`src/bmcc_pkg.sv`:
```
// ----------------------------------------------------------------------------
// bmcc_pkg: shared types and constants for the button multi-click classifier
// Gesture codes, register indexes, reset values and the result record.
// ----------------------------------------------------------------------------
`default_nettype none

package bmcc_pkg;

  localparam int unsigned TickW  = 16;
  localparam int unsigned TallyW = 8;
  localparam int unsigned CfgIdxW = 2;

  localparam logic [TickW-1:0]  TickMax       = '1;
  localparam logic [TallyW-1:0] TallyMax      = '1;
  localparam logic [TallyW-1:0] MultiClicks   = TallyW'(3);
  localparam logic [TallyW-1:0] DoubleClicks  = TallyW'(2);
  localparam logic [TallyW-1:0] SingleClicks  = TallyW'(1);

  localparam logic [TickW-1:0] LongPressRst   = TickW'(500);
  localparam logic [TickW-1:0] MinClickRst    = TickW'(50);
  localparam logic [TickW-1:0] ClickWindowRst = TickW'(300);

  typedef enum logic [2:0] {
    GEST_NONE   = 3'd0,
    GEST_LONG   = 3'd1,
    GEST_SINGLE = 3'd2,
    GEST_DOUBLE = 3'd3,
    GEST_MULTI  = 3'd4
  } gesture_t;

  typedef enum logic [CfgIdxW-1:0] {
    CFG_LONG_PRESS   = 2'd0,
    CFG_MIN_CLICK    = 2'd1,
    CFG_CLICK_WINDOW = 2'd2
  } cfg_idx_t;

  typedef enum logic {
    OP_TICK   = 1'b0,
    OP_CHANGE = 1'b1
  } opcode_t;

  typedef struct packed {
    logic [TickW-1:0] long_press_ticks;
    logic [TickW-1:0] min_click_ticks;
    logic [TickW-1:0] click_window_ticks;
  } cfg_t;

  typedef struct packed {
    gesture_t          gesture;
    logic [TallyW-1:0] clicks_pending;
  } result_t;

endpackage

`default_nettype wire

```
`src/bmcc_core.sv`:
```
// ----------------------------------------------------------------------------
// bmcc_core: press/click state and single-pass classification
// Holds the button state and counters, computes the result of one item in
// combinational logic and updates the state when the item is transferred.
// ----------------------------------------------------------------------------
`default_nettype none

module bmcc_core
  import bmcc_pkg::*;
(
  input  wire logic    clk,
  input  wire logic    rst_n,
  input  wire logic    item_en,
  input  wire logic    opcode,
  input  wire logic    level,
  input  wire cfg_t    cfg,
  output result_t      result
);

  logic              held_r, held_nxt;
  logic [TickW-1:0]  hold_r, hold_nxt;
  logic [TallyW-1:0] tally_r, tally_nxt;
  logic              armed_r, armed_nxt;
  logic [TickW-1:0]  win_r, win_nxt;
  gesture_t          gesture;
  logic [TickW-1:0]  win_inc;

  always_comb begin
    held_nxt  = held_r;
    hold_nxt  = hold_r;
    tally_nxt = tally_r;
    armed_nxt = armed_r;
    win_nxt   = win_r;
    gesture   = GEST_NONE;
    win_inc   = (win_r != TickMax) ? win_r + TickW'(1) : win_r;

    if (opcode_t'(opcode) == OP_TICK) begin
      if (held_r && hold_r != TickMax) begin
        hold_nxt = hold_r + TickW'(1);
      end
      if (armed_r) begin
        win_nxt = win_inc;
        // window expires on the incremented count
        if (win_inc >= cfg.click_window_ticks) begin
          if (tally_r >= MultiClicks) begin
            gesture = GEST_MULTI;
          end else if (tally_r == DoubleClicks) begin
            gesture = GEST_DOUBLE;
          end else if (tally_r == SingleClicks) begin
            gesture = GEST_SINGLE;
          end
          tally_nxt = '0;
          armed_nxt = 1'b0;
          win_nxt   = '0;
        end
      end
    end else if (!level) begin
      hold_nxt = '0;
      held_nxt = 1'b1;
    end else if (held_r) begin
      if (hold_r > cfg.long_press_ticks) begin
        gesture   = GEST_LONG;
        tally_nxt = '0;
        armed_nxt = 1'b0;
        win_nxt   = '0;
      end else if (hold_r > cfg.min_click_ticks) begin
        if (tally_r != TallyMax) begin
          tally_nxt = tally_r + TallyW'(1);
        end
        if (!armed_r) begin
          armed_nxt = 1'b1;
          win_nxt   = '0;
        end
      end
      held_nxt = 1'b0;
    end

    result.gesture        = gesture;
    result.clicks_pending = tally_nxt;
  end

  always_ff @(posedge clk) begin
    if (!rst_n) begin
      held_r  <= 1'b0;
      hold_r  <= '0;
      tally_r <= '0;
      armed_r <= 1'b0;
      win_r   <= '0;
    end else if (item_en) begin
      held_r  <= held_nxt;
      hold_r  <= hold_nxt;
      tally_r <= tally_nxt;
      armed_r <= armed_nxt;
      win_r   <= win_nxt;
    end
  end

endmodule

`default_nettype wire

```
`src/button_multi_click_classifier.sv`:
```
// ----------------------------------------------------------------------------
// button_multi_click_classifier: long-press and multi-click detector
// Top level: configuration registers, classifier core and output skid stage.
// ----------------------------------------------------------------------------
// Each input item (a tick or a pin level change) is classified in
// combinational logic and gives exactly one result: the gesture it
// completes and the clicks pending in the open window. One item is taken
// per cycle while in_stall is low; the result is registered, and a second
// register absorbs one result while the output is stalled, so in_stall
// rises only once both are full. Configuration writes are always ready.
`default_nettype none

module button_multi_click_classifier
  import bmcc_pkg::*;
(
  input  wire logic               clk,
  input  wire logic               rst_n,
  input  wire logic               in_valid,
  output      logic               in_stall,
  input  wire logic               in_opcode,
  input  wire logic               in_level,
  output      logic               out_valid,
  input  wire logic               out_stall,
  output      logic [2:0]         out_gesture,
  output      logic [TallyW-1:0]  out_clicks_pending,
  input  wire logic               cfg_valid,
  output      logic               cfg_ready,
  input  wire logic [CfgIdxW-1:0] cfg_index,
  input  wire logic [TickW-1:0]   cfg_data
);

  cfg_t    cfg_r;
  result_t core_res;
  result_t out_r, skid_r;
  logic    out_valid_r, skid_valid_r;
  logic    in_xfer, out_xfer;

  assign cfg_ready = 1'b1;
  assign in_stall  = skid_valid_r;
  assign in_xfer   = in_valid && !skid_valid_r;
  assign out_xfer  = out_valid_r && !out_stall;

  always_ff @(posedge clk) begin
    if (!rst_n) begin
      cfg_r.long_press_ticks   <= LongPressRst;
      cfg_r.min_click_ticks    <= MinClickRst;
      cfg_r.click_window_ticks <= ClickWindowRst;
    end else if (cfg_valid) begin
      unique case (cfg_idx_t'(cfg_index))
        CFG_LONG_PRESS:   cfg_r.long_press_ticks   <= cfg_data;
        CFG_MIN_CLICK:    cfg_r.min_click_ticks    <= cfg_data;
        CFG_CLICK_WINDOW: cfg_r.click_window_ticks <= cfg_data;
        default:          ;
      endcase
    end
  end

  bmcc_core u_core (
    .clk     (clk),
    .rst_n   (rst_n),
    .item_en (in_xfer),
    .opcode  (in_opcode),
    .level   (in_level),
    .cfg     (cfg_r),
    .result  (core_res)
  );

  always_ff @(posedge clk) begin
    if (!rst_n) begin
      out_valid_r  <= 1'b0;
      skid_valid_r <= 1'b0;
    end else if (skid_valid_r) begin
      // drain the skid entry; input is stalled meanwhile
      if (out_xfer) begin
        out_r        <= skid_r;
        skid_valid_r <= 1'b0;
      end
    end else if (in_xfer) begin
      if (!out_valid_r || out_xfer) begin
        out_r       <= core_res;
        out_valid_r <= 1'b1;
      end else begin
        skid_r       <= core_res;
        skid_valid_r <= 1'b1;
      end
    end else if (out_xfer) begin
      out_valid_r <= 1'b0;
    end
  end

  assign out_valid          = out_valid_r;
  assign out_gesture        = out_r.gesture;
  assign out_clicks_pending = out_r.clicks_pending;

endmodule

`default_nettype wire

```
`config.mk`:
```
export PLATFORM = sky130hd
export DESIGN_NAME = button_multi_click_classifier
export DESIGN_NICKNAME = d
export VERILOG_FILES = /design/src/bmcc_pkg.sv /design/src/bmcc_core.sv /design/src/button_multi_click_classifier.sv
export SDC_FILE = /design/constraint.sdc
export NUM_CORES = 1
export LEC_CHECK = 0
export BUFFER_PORTS_ARGS = -buffer_cell sky130_fd_sc_hd__buf_2
export CELL_PAD_IN_SITES_DETAIL_PLACEMENT = 1
export CELL_PAD_IN_SITES_GLOBAL_PLACEMENT = 2
export CORE_MARGIN = 4
export CORE_UTILIZATION = 34
export CTS_BUF_LIST = sky130_fd_sc_hd__clkbuf_4 sky130_fd_sc_hd__clkbuf_8 sky130_fd_sc_hd__clkbuf_16
export CTS_CLUSTER_SIZE = 30
export DETAILED_ROUTE_END_ITERATION = 10
export GPL_ROUTABILITY_DRIVEN = 1
export PLACE_DENSITY_LB_ADDON = 0.1
export SLEW_MARGIN = 20
export SYNTH_ARGS = -nofsm -noshare
export SYNTH_HDL_FRONTEND = slang
export SYNTH_SLANG_ARGS = --single-unit
```
`constraint.sdc`:
```
create_clock -name clk -period 4 [get_ports clk]
set_input_delay 0.8 -clock clk [delete_from_list [all_inputs] [get_ports clk]]
set_output_delay 0.8 -clock clk [all_outputs]
set_load 0.01 [all_outputs]
```
* Word-level counts from Yosys, hierarchy flattened
Index checks and enable logic that the tools add are counted.
** Cells by class
- Muxes and demuxes :: 48
- Order comparisons :: 4
- Equal/unequal tests :: 14
- $add $sub $neg :: 3
- Reduce and logical (&&, ||, !) cells :: 23
- Bitwise gates (word level) :: 2
** Operator list (number)
- 16-bit 2-to-1 mux :: 12
- 8-bit 2-to-1 mux :: 8
- 11-bit 2-to-1 mux :: 4
- 16-bit by 1-bit adder with 16-bit output (second input constant) :: 2
- 16-bit > comparator :: 2
- 16-bit inequality test (second input constant) :: 2
- 3-bit 2-to-1 mux :: 7
- 16-bit greater-or-equal comparator :: 1
- 1-bit 2-to-1 mux :: 16
- 4-bit AND reduction :: 3
- 2-bit nonzero test :: 5
- 8-bit by 1-bit adder with 8-bit output (second input constant) :: 1
- 8-bit by 1-bit equality test with 1-bit output (second input constant) :: 1
- 8-bit by 2-bit equality test with 1-bit output (second input constant) :: 1
- 8-bit by 2-bit greater-or-equal comparator with 1-bit output (second input constant) :: 1
- 2-bit by 1-bit inequality test with 1-bit output (second input constant) :: 4
- 8-bit inequality test (second input constant) :: 1
- 2-bit AND reduction :: 4
- 3-bit AND reduction :: 2
- 6-bit AND reduction :: 1
- 1-bit logical AND :: 3
- 1-bit zero test :: 3
- 3-bit by 1-bit inequality test with 1-bit output (second input constant) :: 1
- 3-bit inequality test (second input constant) :: 1
- 7 further kinds :: 8
** Word-level totals
- Register bits :: 114
- Word-level logic and storage cells :: 108
- Bits of input ports :: 25

* Longest topological paths before layout
Gate-level depths: netlist (run 1).
- Word-level depth :: 10
- Mapped depth :: 17
- Depth with buffers taken out :: 14

* By module
A second synthesis (run 1) with hierarchy kept.
** Second synthesis, totals
- Cell total of the unflattened synthesis :: 764
- Area total of the unflattened synthesis :: 6682.7 µm²
** Modules (own cells, without submodules)
- bmcc_core :: area each 3915.0 µm², instances 1, sequential area each 840.8 µm², cells each 532
- button_multi_click_classifier :: area each 2767.7 µm², instances 1, sequential area each 1661.6 µm², cells each 232

* Least setup slack after synthesis (run 1)
Ideal clock, no wire load.
- Kind :: flip-flop to flip-flop
- Start :: reg u_core.win_r[4]
- End :: reg u_core.win_r[8]
- Cell stages (with the launch flop) :: 17
- Setup time :: 0.069 ns
- Data arrival time :: 3.643 ns
- Period minus slack after synthesis :: 3.712 ns
- Path buffers :: 2
- Path slack :: 0.288 ns
- Path through :: dfxtp_1 > nand4_1 > nor4_1 > nand3_1 > and3_1 > clkbuf_1 > nand2_1 > xnor2_1 > ha_1 > a21o_1 > a21o_1 > a2bb2oi_2 > a31oi_2 > or4_1 > buf_2 > or3_1 > o21ai_1
** Between the ends
- Word-level cells in the longest chain between the ends :: 6
** Ends and longest elaborated chain
- from (decl) :: line bmcc_core.sv:24 : logic [TickW-1:0] win_r, win_nxt;
- from (signal assigned) :: line bmcc_core.sv:94 : win_r <= win_nxt;
- 16-bit by 1-bit adder with 16-bit output / 16-bit inequality test (equally long branches) :: line bmcc_core.sv:35 : win_inc = (win_r != TickMax) ? win_r + TickW'(1) : win_r;
- 16-bit 2-to-1 mux (*) :: line bmcc_core.sv:35
- 16-bit greater-or-equal comparator :: line bmcc_core.sv:44 : if (win_inc >= cfg.click_window_ticks) begin
- 16-bit 2-to-1 mux (*) :: line bmcc_core.sv:44
- 16-bit 2-to-1 mux (*) :: line bmcc_core.sv:41 : if (armed_r) begin
- 16-bit 2-to-1 mux (*) :: line bmcc_core.sv:37 : if (opcode_t'(opcode) == OP_TICK) begin
Mark *: on every way between the ends. The rest lies on a longest branch, timed or not. The select of a mux whose other input is x is not followed.
A chain may end at the register's enable or synchronous reset.

* Worst setup path after layout (run 1)
- Start :: reg u_core.win_r[6]
- End :: reg u_core.win_r[8]
The elaborated chain is that of the path after synthesis.

==> metrics.yaml, run 1 <==
status: "finished, final reports clean"
die_width_um: 146.4
drc: 0
final_nets: 886
ios: 39
utilization: 0.4059
diodes: 0
cts_buffer_depth: 2
syn_nets: 851
grt_max_degree: 44
p_per_area_nw_per_um2: 398.0
die_h_um: 146.4
layout_worst_path_cycle_share: 0.9345
post_cts_buffers: 0
end_kind: "flip-flop"
cts-root-buf: "clkbuf_16"
crit_type: "reg -> reg"
cp_max_fo: 7
synth_ff_type: "dfxtp_1"
synth_common_cells: "138 x nand2_1, 92 x dfxtp_1, 67 x a21oi_1, 62 x inv_1, 53 x ha_1"
clk_latency_ns: 0.42
arrival_ns: 4.08
rsz0062_at_grt: "false"
synth_async_sr_flop_share: 0
viasPerCell: 5.467
drt_iter0_markers: 275
synth.avg_cell_area_um2: 8.430
first_pass_iters: 4
worst-r2r-cell-count: 14
grt_antenna_before_repair: 0
cts_buffers: 17
hold_depth: 2
synth.most_common_cell: "nand2_1"
htree_levels: 4
routed_wl_um: 19980
synth_area_um2: 6516
reg2reg_to: "u_core.win_r[8]"
finalHoldViolations: 0
hp-start: "cfg_r[1]"
synthMuxAreaShare: 0.01037
num_vias: 5768
row_count: 50
portBuffers: 37
tightest_slew_ns: 0.9840
cp.required_ns: 4.34
max_cap_violations: 0
grt_pass1_vias: 6048
fmax_ghz: 0.2675
die-area_um2: 21440
synthXorXnorAreaFrac: 0.02957
synth_area_leaders: "dfxtp_1 28%, ha_1 10%, edfxtp_1 10%, nand2_1 7.9%, a21oi_1 5.1%"
hpwl_um: 14830
drive_above_1_share: 0.1352
clock_sinks: 114
final.setup.worst_slack_ns: 0.2621
finalCriticalPeriod_ns: 3.738
grt_pass1_wl_um: 32490
ys_seq_elements: 114
synth.top_cell.area_share: 0.2826
yosys_warnings: 0
leakage_uw: 0.003005
yosys.area.top_type: "dfxtp_1"
finalMaxSlewViolations: 0
core_area_um2: 18770
startpoint_type: "flip-flop"
synth_top_family_by_area: "simple AND/OR/NAND/NOR gates"
place_congestion: 0.7956
wl_per_cell_um: 18.94
worstHoldPathType: "reg -> reg"
dp_slack_ns: -0.01148
synth_compound_area_frac: 0.1978
synth_edf_count: 22
whs_endpoint: "cfg_r[1]"
max_slew_margin: 0.3416
area_growth_pct: 16.90
ys_types: 70
ant_nets: 0
cts.hold.buffers_added: 0
r2r-start: "u_core.win_r[6]"
grt_use_total: 0.1906
cts_tree: "built"
r2r_slack_ns: 0.26
setup_tns_ns: 0
fin_area_um2: 7617
finalClockSkew_ns: 0.01170
postSynthCellCount: 773
start_util: 0.3472
setup_viol_count_final: 0
synth_fa_ha_area_frac: 0.1018
max-vdd-ir-drop_mv: 0.2713
seq_area_frac_synth: 0.3840
dpl_cell_area_um2: 6958
synthSimpleGateAreaFrac: 0.2175
clk_pin_slew_ns: 0.05
grt_overflow: 0
==> area by class of cell <==
type / count / area (um^2)
clock inverters: 9 / 126.4
clock buffers: 23 / 506.7
multi-input cells: 563 / 3666
fillers: 2230 / 11150
repair buffers: 48 / 280.3
flip-flops and latches: 114 / 2505
inverters: 64 / 240.2
well taps: 234 / 292.8
==> cells by family (layout without fill, tap and decap cells) <==
logic type,count (synthesis),count (layout)
and+or+nand+nor,295,295
AOI/OAI and AO/OA,186,186
DFF,114,114
buffers and inverters,96,144
adders and majority gates,53,53
xor gates and xnor gates,22,22
muxes,6,6
other,1,1
==> worst max-delay path: stages (launching register included) <==
cell and delay, ns:
dfxtp_1 0.43, nand4_1 0.24, nor4_4 0.24, nand3_1 0.15
and3_2 0.29, nand2_1 0.14, xnor2_1 0.19, ha_1 0.31
and4_1 0.21, o211ai_1 0.10, a2bb2oi_2 0.21, a31oi_2 0.16
or4_4 0.59, or3_1 0.32, o21ai_1 0.08
==> flip-flops by register name (all words and copies together), names as in the netlist, 3 cells and up <==
name and cells:
cfg_r 48, u_core.hold_r 16, u_core.win_r 16, skid_r 11, out_clicks_pending 8, u_core.tally_r 8, out_gesture 3
==> worst max-delay path by stage <==
stage	from	to	slack (ns)	cells past startpoint
2_1_floorplan	u_core.win_r[4]	u_core.win_r[8]	0.29	16
3_3_place_gp	u_core.win_r[7]	u_core.win_r[8]	0.13	14
3_5_place_dp	u_core.win_r[7]	u_core.win_r[8]	-0.01	14
4_1_cts	u_core.win_r[7]	u_core.win_r[8]	0.02	14
5_1_grt	u_core.win_r[6]	u_core.win_r[8]	0.01	14
6_report	u_core.win_r[6]	u_core.win_r[8]	0.26	14
==> power by group <==
part	internal, uW	switching, uW	total [uW]
logic	60.4	132	193
registers	1200	14.3	1210
clock network	1080	551	1630
total	2330	698	3030
==> cells in the final DEF, fill, tap and decap left out, types with 4 or more instances in the layout <==
cell type and n:
a21o_1 4, nor2b_1 5, a41oi_1 4, a21oi_1 66, a31oi_1 13, nand3_1 25, edfxtp_1 22, nor2_1 39
clkbuf_16 18, and4_1 7, o31ai_1 10, nor3_1 10, or4_1 5, buf_2 37, o211ai_1 20, and2_1 7
nand2_1 138, ha_1 53, buf_4 10, a32o_1 7, or3_1 6, xnor2_1 16, and3_1 13, mux2_2 6
inv_1 62, xor2_1 6, nand4_1 17, clkinv_2 4, dfxtp_1 90, or2_2 4, o21ai_0 13, a221oi_1 6
==> per-layer routing <==
metal  part of all wire  wire length [um]  up-vias  GRT usage
met5                  0                 0        -          0
met2               0.49              9770       59     0.3197
met1               0.47              9427     2831     0.2490
met3              0.025               503       19    0.04004
met4              0.014               276        0    0.05268
li1                   -                 -     2859          -
==> per-stage QoR <==
stage	total power (uW)	hold slack, ns	std cells
finish	3032	0.4548	1055
global route	3154	0.4673	1055
CTS	3074	0.4562	1055
detailed placement	1430	0.4484	1023
global placement	1423	0.4434	1023
floorplan	1347	0.4363	773
==> what timing repair did <==
item	in CTS	in global routing
gates resized for setup	1	8
endpoints found under the setup margin	1	29
pin swaps	0	2
Power figures use the tool's default switching activity.
==> run 2, diff against run 1 <==
ABC_AREA = 1   (was not set)
CORE_UTILIZATION = 32   (was 34)
==> metrics.yaml, run 2 <==
status: "finished, final reports clean"  # unchanged
wl_per_cell_um: 16.45  # was 18.94 um
num_vias: 6395  # was 5768
synth_edf_count: 22  # unchanged
endpoint: "out_gesture[0]"  # was u_core.win_r[8]
drt_iter0_markers: 229  # was 275
synth.most_common_cell: "nand2_1"  # unchanged
p_per_area_nw_per_um2: 381.2  # was 398.0 nW/um^2
finalHoldViolations: 0  # unchanged
finalClockSkew_ns: 0.01225  # was 0.01170 ns
power.total_uw: 3035  # was 3032 uW
drc: 0  # unchanged
end_kind: "flip-flop"  # unchanged
diodes: 0  # unchanged
cp.required_ns: 4.16  # was 4.34 ns
cts.hold.buffers_added: 0  # unchanged
crit_start: "u_core.win_r[0]"  # was u_core.win_r[6]
setup_viol_count_final: 0  # unchanged
core_area_um2: 21220  # was 18770 um^2
cts_buffer_depth: 2  # unchanged
grt_antenna_before_repair: 0  # unchanged
ant_nets: 0  # unchanged
fin_cells: 1298  # was 1055
grt_use_total: 0.1822  # was 0.1906
start_util: 0.3277  # was 0.3472
place_congestion: 0.8050  # was 0.7956
setup_tns_ns: 0  # unchanged
worstHoldPathType: "reg -> reg"  # unchanged
dpl_cell_area_um2: 7420  # was 6958 um^2
startpoint_type: "flip-flop"  # unchanged
r2r_slack_ns: 0.61  # was 0.26 ns
die_width_um: 155.4  # was 146.4 um
slowest_delay_ns: 0.39  # was 0.59 ns
max_slew_margin: 0.5135  # was 0.3416
most-common-layout-cells: "234 x nand2_1, 125 x inv_1, 92 x dfxtp_1"  # was 138 x nand2_1, 90 x dfxtp_1, 66 x a21oi_1
cp_max_fo: 13  # was 7
final_nets: 1088  # was 886
ios: 39  # unchanged
ys_types: 41  # was 70
cts_buffers: 17  # unchanged
dp_cells: 1266  # was 1023
grt_pass1_vias: 6353  # was 6048
post_cts_buffers: 0  # unchanged
path_common_cell: "nand2_1"
synth.top_cell.area_share: 0.2649  # was 0.2826
postSynthCellCount: 975  # was 773
row_count: 53  # was 50
worst-r2r-cell-count: 20  # was 14
synth_async_sr_flop_share: 0  # unchanged
first_pass_iters: 4  # unchanged
slowest_stage: "dfxtp_1"  # was or4_4
hpwl_um: 16230  # was 14830 um
ys_seq_elements: 114  # unchanged
htree_levels: 4  # unchanged
portBuffers: 37  # unchanged
yosys.area.top_type: "dfxtp_1"  # unchanged
routed_wl_um: 21350  # was 19980 um
cts_tree: "built"  # unchanged
clk_pin_slew_ns: 0.06  # was 0.05 ns
cts-root-buf: "clkbuf_16"  # unchanged
tightest_slew_ns: 0.7289  # was 0.9840 ns
rsz0062_at_grt: "false"  # unchanged
synth_common_cells: "234 x nand2_1, 125 x inv_1, 92 x dfxtp_1, 85 x nor2_1, 81 x a21oi_1"  # was 138 x nand2_1, 92 x dfxtp_1, 67 x a21oi_1, 62 x inv_1, 53 x ha_1
r2r-start: "u_core.win_r[0]"  # was u_core.win_r[6]
fin_area_um2: 7961  # was 7617 um^2
cts_resized: 0  # was 1
fmax_ghz: 0.2950  # was 0.2675 GHz
synth_area_um2: 6953  # was 6516 um^2
max_cap_violations: 0  # unchanged
largestRegisters: "cfg_r x48, u_core.hold_r x16, u_core.win_r x16"  # unchanged
viasPerCell: 4.927  # was 5.467
die_h_um: 155.4  # was 146.4 um
cp_cell_sequence: "ha_1, nand3_1, inv_1, nand2_1, nor2_4, inv_2, o21ai_0, ha_1, a21oi_1, nor2_1, nor3_1, nand2_1, a21oi_4, nand2_1, nand2_2, inv_1, nand3_1, o21ai_2, nand2_1, nand2_1"  # was nand4_1, nor4_4, nand3_1, and3_2, nand2_1, xnor2_1, ha_1, and4_1, o211ai_1, a2bb2oi_2, a31oi_2, or4_4, or3_1, o21ai_1
finalCriticalPeriod_ns: 3.390  # was 3.738 ns
synth_area_leaders: "dfxtp_1 26%, nand2_1 13%, ha_1 9.5%, edfxtp_1 9.5%, inv_1 6.7%"  # was dfxtp_1 28%, ha_1 10%, edfxtp_1 10%, nand2_1 7.9%, a21oi_1 5.1%
leakage_uw: 0.003657  # was 0.003005 uW
synth.avg_cell_area_um2: 7.131  # was 8.430 um^2
arrival_ns: 3.55  # was 4.08 ns
die-area_um2: 24150  # was 21440 um^2
max-vdd-ir-drop_mv: 0.2750  # was 0.2713 mV
grt_max_degree: 50  # was 44
crit_type: "reg -> reg"  # unchanged
drive_above_1_share: 0.1193  # was 0.1352
yosys_warnings: 0  # unchanged
hold_slack_ns: 0.4629  # was 0.4548 ns
syn_nets: 1053  # was 851
fillers: 2680  # was 2230
reg2reg_to: "out_gesture[0]"  # was u_core.win_r[8]
largest_reg_flops: 48  # unchanged
layout_commonest_cell: "nand2_1"  # unchanged
clock_sinks: 114  # unchanged
seq_area_frac_synth: 0.3599  # was 0.3840
grt_overflow: 0  # unchanged
layout_worst_path_cycle_share: 0.8474  # was 0.9345
grt_pass1_wl_um: 34980  # was 32490 um
synth_ff_type: "dfxtp_1"  # unchanged
clk_latency_ns: 0.42  # about the same
area_growth_pct: 14.50  # was 16.90%
finalMaxSlewViolations: 0  # unchanged
regMostFlops: "cfg_r"  # unchanged
run 2: cell types whose count changed in the layout (fill, tap and decap cells not counted), sizes merged, moves of 27 or more:
cell	previous run	this run
nand3	25	52
o21ai	16	58
inv	62	134
nor2	39	89
nand2	138	244
nand4	17	50
run 2: layout make-up:
cell class	instances	area, um^2	area share
Sequential cell	114	2502	0.3143
Inverter	135	506.7	0.06365
Clock buffer	23	483.0	0.06066
Timing Repair Buffer	52	297.8	0.03740
Tap cell	275	344.1	0.04322
Clock inverter	9	58.81	0.007386
Multi-Input combinational cell	690	3769	0.4734
run 2: critical path: cells and delay by family (launching register included):
kind,cells,cell delay [ns]
DFF,1,0.39
buffers and inverters,3,0.35
AOI/OAI and AO/OA,4,0.49
adders and majority gates,2,0.55
and+or+nand+nor,11,1.36
run 2: worst min path at each step:
stage | start | to | slack, ns | cells past startpoint
3_5_place_dp | cfg_r[45] | cfg_r[45] | 0.45 | 2
4_1_cts | cfg_r[45] | cfg_r[45] | 0.47 | 2
3_3_place_gp | cfg_r[35] | cfg_r[35] | 0.46 | 2
6_report | cfg_r[15] | cfg_r[15] | 0.46 | 2
5_1_grt | cfg_r[31] | cfg_r[31] | 0.48 | 2
2_1_floorplan | cfg_r[10] | cfg_r[10] | 0.44 | 2
run 2: layer usage:
layer | global-route usage | wire length (um) | share of wire | vias up
met4 | 0.04252 | 212 | 0.0099 | 0
met5 | 0 | 0 | 0 | -
met3 | 0.02698 | 512 | 0.024 | 20
met1 | 0.2574 | 10850 | 0.51 | 3010
met2 | 0.2942 | 9779 | 0.46 | 78
li1 | - | - | - | 3287
run 2: per-stage QoR:
| step | setup slack (ns) | utilization |
|---|---|---|
| after detailed placement | 0.6105 | 0.3496 |
| final | 0.6103 | 0.3752 |
| after global placement | 0.7366 | 0.3496 |
| after global routing | 0.1535 | 0.3752 |
| after floorplan | 1.069 | - |
| after CTS | 0.5739 | 0.3752 |
run 2: cell families (layout without fill, tap and decap cells):
family                   after synthesis  after routing  synth area share
AND/OR/NAND/NOR                      457            457            0.2971
flip-flops                           114            114            0.3599
XOR/XNOR                              16             16           0.02015
adder cells (fa/ha/maj)               53             53           0.09538
buffers and inverters                171            219           0.09807
AO/OA/AOI/OAI                        163            163            0.1288
other                                  1              1         0.0005393
run 2: power by group:
| part | total, uW | switching (uW) | internal, uW |
|---|---|---|---|
| clock network | 1420 | 568 | 848 |
| registers | 1260 | 30.7 | 1220 |
| logic | 363 | 248 | 115 |
